File: config.mk
export PLATFORM = sky130hd
export DESIGN_NAME = plwt_front
export DESIGN_NICKNAME = d
export VERILOG_FILES = /design/src/plwt_pkg.sv /design/src/plwt_front.sv
export SDC_FILE = /design/constraint.sdc
export NUM_CORES = 1
export LEC_CHECK = 0
export ABC_AREA = 1
export ABC_CLOCK_PERIOD_IN_PS = 7500
export BUFFER_PORTS_ARGS = -buffer_cell sky130_fd_sc_hd__buf_2
export CAP_MARGIN = 20
export CORE_MARGIN = 2
export CORE_UTILIZATION = 45
export DETAILED_ROUTE_END_ITERATION = 8
export PLACE_DENSITY = 0.67
export SLEW_MARGIN = 20
export SYNTH_ARGS = -nofsm -noshare
export SYNTH_HDL_FRONTEND = slang
export SYNTH_SLANG_ARGS = --single-unit
File: constraint.sdc
create_clock -name clk -period 7.5 [get_ports clk]
set_input_delay 1.5 -clock clk [delete_from_list [all_inputs] [get_ports clk]]
set_output_delay 1.5 -clock clk [all_outputs]
set_load 0.1 [all_outputs]
File: src/plwt_pkg.sv
// ----------------------------------------------------------------------------
// plwt_pkg
// Shared types, constants and helpers of the packet loss window tracker.
// ----------------------------------------------------------------------------
package plwt_pkg;

	localparam int RING_DEPTH    = 128;
	localparam int SEQ_STEP      = 2;
	localparam int MAX_JUMP      = 128;
	localparam int REPORT_WINDOW = 64;
	localparam int WALK_STEP     = 2;
	localparam int PM_SCALE      = 1000;
	localparam int NUM_STATS     = 12;

	localparam int ADDR_W  = $clog2(RING_DEPTH);
	localparam int WIDX_W  = $clog2(REPORT_WINDOW + 1);
	localparam int SMALL_W = $clog2(2 * REPORT_WINDOW + 1);
	localparam int CNT_W   = 16 + WIDX_W;
	localparam int NUM_W   = SMALL_W + 10;
	localparam int DEN_W   = WIDX_W;

	localparam logic [19:0] COUNT_MAX = 20'hFFFFF;

	localparam logic [2:0] OP_RECORD = 3'd0;
	localparam logic [2:0] OP_COUNT  = 3'd1;
	localparam logic [2:0] OP_MARK   = 3'd2;
	localparam logic [2:0] OP_QUERY  = 3'd3;
	localparam logic [2:0] OP_REPORT = 3'd4;

	localparam logic [3:0] ST_INIT      = 4'd0;
	localparam logic [3:0] ST_LOSS      = 4'd1;
	localparam logic [3:0] ST_SUCC      = 4'd2;
	localparam logic [3:0] ST_RS_OK     = 4'd3;
	localparam logic [3:0] ST_RS_EXCESS = 4'd4;
	localparam logic [3:0] ST_RS_LATE   = 4'd5;
	localparam logic [3:0] ST_RS_ERROR  = 4'd6;
	localparam logic [3:0] ST_REAL_LOSS = 4'd7;

	localparam logic [3:0] SID_TOTAL   = 4'd0;
	localparam logic [3:0] SID_UNINIT  = 4'd1;
	localparam logic [3:0] SID_LOSS    = 4'd2;
	localparam logic [3:0] SID_FIRST   = 4'd3;
	localparam logic [3:0] SID_RS_OK   = 4'd4;
	localparam logic [3:0] SID_RS_LATE = 4'd5;
	localparam logic [3:0] SID_RS_ERR  = 4'd6;
	localparam logic [3:0] SID_EXCESS  = 4'd7;
	localparam logic [3:0] SID_SUCC    = 4'd8;
	localparam logic [3:0] SID_EMPTIES = 4'd9;
	localparam logic [3:0] SID_SPEAKER = 4'd10;
	localparam logic [3:0] SID_GETS    = 4'd11;

	typedef struct packed {
		logic [2:0]  op;
		logic [31:0] seq;
		logic        is_loss;
		logic        is_resend;
	} req_t;

	typedef struct packed {
		logic        kind;
		logic        need_resend;
		logic        tracking;
		logic [3:0]  stat_id;
		logic [19:0] count;
		logic [9:0]  per_mille;
		logic [31:0] span_first;
		logic [31:0] span_last;
		logic        last;
	} rsp_t;

	typedef struct packed {
		logic [2:0]  op;
		logic [31:0] seq;
		logic [3:0]  st;
	} cmd_t;

	typedef struct packed {
		logic valid;
		cmd_t cmd;
	} queue_out_t;

	typedef struct packed {
		logic [3:0]  status;
		logic [31:0] seq;
		logic [15:0] ecnt;
	} entry_t;

	function automatic logic [ADDR_W-1:0] slot_of(input logic [31:0] s);
		logic [31:0] q;
		q = s / SEQ_STEP;
		return q[ADDR_W-1:0];
	endfunction

endpackage

File: src/plwt_front.sv
// ----------------------------------------------------------------------------
// plwt_front
// Accept items, drop unknown ops, derive the status code, queue two deep.
// ----------------------------------------------------------------------------
module plwt_front
	import plwt_pkg::*;
(
	input  logic       clk,
	input  logic       arst_n,
	input  logic       start,
	output logic       busy,
	input  req_t       req,
	input  logic       pop,
	output queue_out_t qout
);

	cmd_t       fifo_q [2];
	logic       wptr_q;
	logic       rptr_q;
	logic [1:0] fill_q;
	logic       acc;
	logic       push;
	logic       do_pop;
	logic [3:0] st;

	assign busy   = (fill_q == 2'd2);
	assign acc    = start && !busy;
	assign push   = acc && (req.op <= OP_REPORT);
	assign do_pop = pop && (fill_q != 2'd0);

	// an empty count that opens a new entry records it as a loss
	always_comb begin
		if (req.op == OP_COUNT) begin
			st = ST_LOSS;
		end else if (req.is_resend) begin
			st = req.is_loss ? ST_RS_LATE : ST_RS_OK;
		end else begin
			st = req.is_loss ? ST_REAL_LOSS : ST_SUCC;
		end
	end

	always_ff @(posedge clk) begin
		if (push) begin
			fifo_q[wptr_q] <= '{op: req.op, seq: req.seq, st: st};
		end
	end

	always_ff @(posedge clk or negedge arst_n) begin
		if (!arst_n) begin
			wptr_q <= 1'b0;
			rptr_q <= 1'b0;
			fill_q <= 2'd0;
		end else begin
			if (push) begin
				wptr_q <= !wptr_q;
			end
			if (do_pop) begin
				rptr_q <= !rptr_q;
			end
			fill_q <= fill_q + {1'b0, push} - {1'b0, do_pop};
		end
	end

	assign qout.valid = (fill_q != 2'd0);
	assign qout.cmd   = fifo_q[rptr_q];

endmodule

# Word level (Yosys, flattened, before mapping)
# Memory sizes are Yosys's and may differ from the RTL's.
# Index checks and enable logic that the tools add are counted.
# W data, S select, Z words.
# classes
add_sub_neg	2
magnitude_cmp	1
n_eq_ne	2
muxes	6
reduce_logical	7
# op_table
cell	count
$mux W3	3
$mux W4	1
$eq A3 B1 Y1 const B	1
$le A3 B3 Y1 const B	1
$logic_and A1 B1 Y1	3
$logic_not A1 Y1	3
$add A2 B1 Y2	1
$eq A2 B2 Y1 const B	1
$mux W1	2
$reduce_bool A2 Y1	1
$sub A2 B1 Y2	1
# totals
register_bits	4
mem_bits_rw	78
inputBits	41
output_inout_bits	41
elab_cells	22
n_memories	1
# mem_list
name	depth	width	rd	rd_ports_with_merged_regs	write_ports	line_no	text
fifo_q	2	39	1	0	1	plwt_front.sv:17	cmd_t fifo_q [2];

# Longest topological paths before layout
# Gate-level depths: netlist (run 1).
# logic_depth
depth_word	6
ltp_mapped	10
mapped_depth_nobuf	10

# Worst setup path before layout (run 1)
# Ideal clock, no wire load.
# synth_timing
kind	in2reg
from	input port req[34] (netlist bit)
to	memory fifo_q[1][0] (netlist bit) (enable)
setup_time_ps	433
t_arrival_ps	3420
required_time_ps	7067
setup_slack_ps	3647
cell_stages	3
path_buffers	0
path_cell_list	o21ai_0 -> nand2_1 -> nor2_1
# synth_via
elab_chain_len	4
# synth_rtl
element	line_no	text
start: declaration	plwt_front.sv:12	input req_t req,
$le A3 B3 Y1	plwt_front.sv:28	assign push = acc && (req.op <= OP_REPORT);
$logic_and A1 B1 Y1	plwt_front.sv:28	
$mux W1	plwt_front.sv:43	if (push) begin
$mux W1 (implied by the code)	plwt_front.sv:44	fifo_q[wptr_q] <= '{op: req.op, seq: req.seq, st: st};
end: declaration	plwt_front.sv:17	
# No other way between the ends.

==> results.md, run 1 <==
* Clk_lat worst skew at 0.33 ns
* Post-synthesis cell count at 240
* CP Launch Type: flip-flop
* Setup crit end kind: output pin
* Row count at 29
* Total iterations of the first detailed-routing run at 4
* Final setup TNS at 0 ns
* Slew Limit Fails at 0
* Critical Path, Cell by Cell: inv_2 > nand2_1 > nand2_1 > buf_2
* Arr. time, crit path at 1.91 ns
* Reg2reg path depth at 4
* Tcrit/Tclk final at 0.454
* CTS tree: built
* Most frequent cells in the layout: nand2_1, buf_2, edfxtp_1
* Dpl hpwl at 3160 um
* Hold Path Class: reg -> reg
* Post-cts repair resize count at 0
* First-pass GRT wire length at around 8300 um
* Area share of fa/ha/maj cells after synthesis at 0.00821
* Slew @ Worst Pin at 0.690 ns
* FMAX at roughly 0.29 GHz
* Complex-gate fraction of the synthesized area at 0.00492
* Largest net degree at the start of global routing at 40
* Final hold vios at 0
* Fin util at 0.582
* Mux contribution to synthesized area at 0
* Setup Skew at 0.00626 ns
* Fin cells at 407
* Global route overflow at 0
* Number of CTS-inserted buffers at 9
* CP bufs+invs at 2
* Yosys warns at 0
* Hold EP: wptr_q
* Clock Sinks at 80
* # nets final at 368
* Avg Synthesized Cell Area at 12.7 um^2
* Required time worst endpoint at 6.00 ns
* Syn_nets at ~280
* Post-Synth Simple-Gate Area at 0.160
* CTS Hold Bufs at 0
* Initial antenna violation count at 0
* Final Setup Violations at 0
* Hold Path Stages at 2
* Gpl congestion at a little under 0.7
* Clock-pin slew on the worst setup and hold paths at 0.07 ns
* Total GRT Usage at 0.149
* Layout cell share with drive strength beyond 1 at 0.303
* DR DRC count at 0
* Cell mode on critical path: nand2_1
* Root Driver: clkbuf_8
* FF-to-FF setup slack at 5.71 ns
* Post-DRT Antenna Nets at 0
* Async S/R FF share, synth at 0.0500
* Area of the multi-input gates at 556 um^2
* Seq/Total Area, Yosys at 0.781
* Final WL at 5230 um
* Setup Buffers After CTS at 0
* Max-Slew Margin vs Limit at 0.539
* RSZ-0062 raised after global routing: no
* Worst slack, placed at 4.18 ns
* Antenna cells at 0
* Die ar. at 7450 um^2
* Die H at 86.3 um
* Initial DRC Count at 66
* H-tree levels at 3
* R2r startpoint: fill_q[1]
* Post-synthesis xor/xnor area fraction at 0.00574
* Cell area after synthesis at 3050 um^2
* Routed len/inst at about 13 um
* Hold_sp: wptr_q
* Main synth FF type: edfxtp_1
* Main combinational cell family by area after synthesis: simple AND/OR/NAND/NOR gates
* Crit Path Class: reg -> out
* Outcome: completed
* DR vias/cell at 4.54
* Unique cell type count in the Yosys netlist at 18
* Initial core utilization at 0.472
* Sequential cell area at roughly 2400 um^2
* Crit path max fanout at 39
* Final min period at between 3 and 4 ns
* Worst r2r dst: fifo_q[0][37]
* Critical-path top delay cell: inv_2
* PnR worst setup slack at around 4 ns
* EDFF count, synth at 76
* Port-buffer cells at 80
* Dpl cells at 390
* Yosys reg bits at 80
* Clock Path Buffers at 2
* Commonest non-fill, non-tap cell in the layout: nand2_1
* Die Wd at 86.3 um
* Core Area at 6460 um^2
* Max Cap Violations at 0
* Max stage delay on crit path at 0.51 ns
* Fill cell total of the finished layout at 535
* Cell family with most CP delay: buffers and inverters
* Vias in the first global route at 1838
* Num ports at between 80 and 90
* Area Growth Syn to Fin at 23.3%
* DR vias at 1847
[cells in the mapped netlist, types with 2 or more instances]
| cell type | number | share of area |
|---|---|---|
| buf_2 | 2 | 0.0033 |
| buf_4 | 5 | 0.012 |
| edfxtp_1 | 76 | 0.75 |
| nand3_1 | 2 | 0.0033 |
| nor2_1 | 2 | 0.0025 |
| nand2_1 | 123 | 0.15 |
| o21ai_0 | 2 | 0.0033 |
| dfrtp_1 | 4 | 0.033 |
| inv_1 | 14 | 0.017 |
| ha_1 | 2 | 0.0082 |
[worst min-delay path: cells and delay by family, from the launching register on]
kind | cells | cell delay, ns
and+or+nand+nor | 2 | 0.11
DFF | 1 | 0.36
[flip-flops by register name (all words and copies together) (netlist names)]
register,count
fifo_q,76
wptr_q,1
fill_q,2
rptr_q,1
[cells by family (layout without fill, tap and decap cells)]
logic type | Yosys count | count (layout)
AOI/OAI and AO/OA | 3 | 3
xor gates and xnor gates | 2 | 2
adders and majority gates | 2 | 2
buffers and inverters | 24 | 114
DFF | 80 | 80
other | 1 | 1
and+or+nand+nor | 128 | 128
[through the flow]
step                      hold WS, ns  area, um^2
after global placement          0.471        3510
after detailed placement        0.466        3510
final                           0.495        3760
after CTS                       0.490        3740
after floorplan                 0.442        3050
after global routing            0.521        3760
[area by class of cell]
| type | count | area share |
|---|---|---|
| timing repair buffer | 83 | 0.116 |
| tap | 77 | 0.0256 |
| inverter | 15 | 0.0150 |
| multi-input combinational | 136 | 0.148 |
| clock inverter | 6 | 0.0286 |
| clock buffer | 10 | 0.0339 |
| sequential | 80 | 0.633 |
[layer usage]
layer | share of wire | GRT usage
met1 | 0.45 | 0.190
met2 | 0.49 | 0.245
met3 | 0.048 | 0.0305
met5 | 0 | 0
met4 | 0.011 | 0.0724
[worst max path at each step]
stage               startpoint            end  slack (ns)  cells after the start
global route            rptr_q        qout[2]        3.91                      4
CTS                     rptr_q        qout[2]        4.03                      4
detailed placement     req[34]  fifo_q[1][14]        4.18                      4
floorplan              req[34]   fifo_q[1][0]        3.65                      3
global placement       req[34]  fifo_q[1][11]        4.21                      4
finish                  rptr_q        qout[2]        4.09                      4
Power of run 1 is not shown: default switching activity piles up to over one toggle a cycle in this logic, so the estimate is an artifact.
==> inputs of run 2 (changes only) <==
- ABC_AREA: 1 -> 0
- ABC_CLOCK_PERIOD_IN_PS: 7500 -> 3000
- PLACE_DENSITY: 0.67 -> 0.7
- clock period: 7.5 -> 3 ns (I/O delays scaled with it)
==> results.md, run 2 <==
* Outcome: completed
* CTS tree: built
* Gpl congestion at 0.667
* Die H at 86.3 um
* H-tree levels at 3
* Commonest non-fill, non-tap cell in the layout: buf_2
* Area of the multi-input gates at 624 um^2
* Most frequent cells in the layout: buf_2, edfxtp_1, mux2_2
* Initial DRC Count at 61
* Setup Buffers After CTS at 0
* Yosys reg bits at 80
* Port-buffer cells at 80
* Core Area at about 6500 um^2
* Unique cell type count in the Yosys netlist at 22
* Die ar. at 7450 um^2
* Main synth FF type: edfxtp_1
* Required time worst endpoint at 2.40 ns
* Clock-pin slew on the worst setup and hold paths at 0.08 ns
* Initial antenna violation count at 0
* Largest net degree at the start of global routing at 31
* Final hold vios at 0
* Setup Skew at approximately 0.006 ns
* Crit Path Class: reg -> out
* Cell area after synthesis at a little over 3000 um^2
* Final instance area at 3780 um^2
* Worst slack, placed at roughly 0.89 ns
* Post-DRT Antenna Nets at 0
* Tcrit/Tclk final at 0.806
* DP Area at 3560 um^2
* Final Setup Violations at 0
* Yosys warns at 0
* Max reg flops at 76
* Crit path max fanout at 30
* DR DRC count at 0
* Hold Path Class: in -> async
* Dominant cell type by area after synthesis: edfxtp_1
* Area Growth Syn to Fin at 24.1%
* Vias in the first global route at 1610
* Post-synthesis cell count at ~140
* Seq/Total Area, Yosys at 0.782
* Synth cell count leaders: edfxtp_1, mux2_2, mux2_4
* Routed len/inst at 15.8 um
* Total iterations of the first detailed-routing run at 4
* Number of CTS-inserted buffers at 9
* Synth top area cells: edfxtp_1, mux2_2, mux2_4
* Dpl hpwl at between 3000 and 4000 um
* Sequential cell area at 2380 um^2
* Avg Synthesized Cell Area at 21.3 um^2
* Root Driver: clkbuf_8
* Final min period at 2.42 ns
* CP Launch Type: flip-flop
* FF-to-FF setup slack at roughly 1.3 ns
* Setup crit end kind: output pin
* Fill cell total of the finished layout at 497
* Final setup TNS at 0 ns
* Row count at 29
* FMAX at 0.414 GHz
* RSZ-0062 raised after global routing: no
* Global route overflow at 0
* Slew Limit Fails at 0
* Clock Sinks at 80
* Max Cap Violations at 0
* Final WL at 4980 um
* Arr. time, crit path at 1.82 ns
* Post-synth top area share at 0.749
* Clk_lat worst skew at 0.33 ns
* Clock Path Buffers at 2
* Reg with most FFs: fifo_q
* Die Wd at between 80 and 90 um
* Initial core utilization at 0.472
* Layout cell share with drive strength beyond 1 at 0.603
* Num ports at 82
* Post-cts repair resize count at 0
* EDFF count, synth at 76
* Antenna cells at 0
* PnR worst setup slack at 0.582 ns
* CTS Hold Bufs at 0
* Total GRT Usage at 0.139
* Largest regs: fifo_q x76, fill_q x2
* # nets final at between 200 and 300
* Async S/R FF share, synth at 0.0500
* DR vias/cell at approximately 5
* Most frequent cell after synthesis: edfxtp_1
* First-pass GRT wire length at 7600 um
* DR vias at 1551
* Syn_nets at roughly 190
==> run 2: cell count changes in the layout (fill, tap and decap cells not counted), sizes merged, moves of 2 or more <==
cell and delta:
nand3 -2, inv -11, nand2 -123, mux2 +38, buf +2, xnor2 +2
==> run 2: path summary, 6_finish.rpt <==
| check | cells past startpoint | from | to |
|---|---|---|---|
| worst max-delay path | 3 | rptr_q | qout[2] |
| worst min-delay path | 1 | arst_n | fill_q[1] |
| worst max register to register | 7 | fill_q[1] | fill_q[1] |
| worst min register to register | 1 | fill_q[1] | fill_q[1] |
| max in group asynchronous | 1 | arst_n | rptr_q |
| min in group clk | 1 | req[30] | fifo_q[0][32] |
==> run 2: through the flow <==
stage / std cells / utilization / hold slack (ns)
6_report: 316 / 0.585 / 0.0584
3_5_place_dp: 300 / 0.552 / 0.415
2_1_floorplan: 143 / - / 0.304
5_1_grt: 316 / 0.585 / 0.0423
3_3_place_gp: 300 / 0.552 / 0.414
4_1_cts: 316 / 0.585 / 0.0442
==> run 2: critical path, cell delays in order (launching register included) <==
cell	delay, ns
dfrtp_2	0.52
buf_12	0.26
mux2_2	0.38
buf_2	0.30
==> run 2: cells by family after synthesis <==
logic type	share of synthesized area
DFF	0.782
buffers and inverters	0.0185
and+or+nand+nor	0.0230
muxes	0.153
xor gates and xnor gates	0.0115
AOI/OAI and AO/OA	0.00328
adders and majority gates	0.00821
other	0.00123
==> run 2: layout make-up <==
class                           instances  area share
Inverter                                2     0.00199
Multi-Input combinational cell         56       0.165
Clock inverter                          7      0.0251
Tap cell                               77      0.0255
Sequential cell                        80       0.630
Timing Repair Buffer                   85       0.119
Clock buffer                            9      0.0328
==> run 2: per-layer routing <==
layer,up-vias,part of all wire,global-route usage
li1,733,-,-
met1,748,0.42,0.165
met2,65,0.50,0.235
met3,5,0.081,0.0610
met4,0,0.0072,0.0341
met5,-,0,0
Power of run 2 is left out for the same reason.
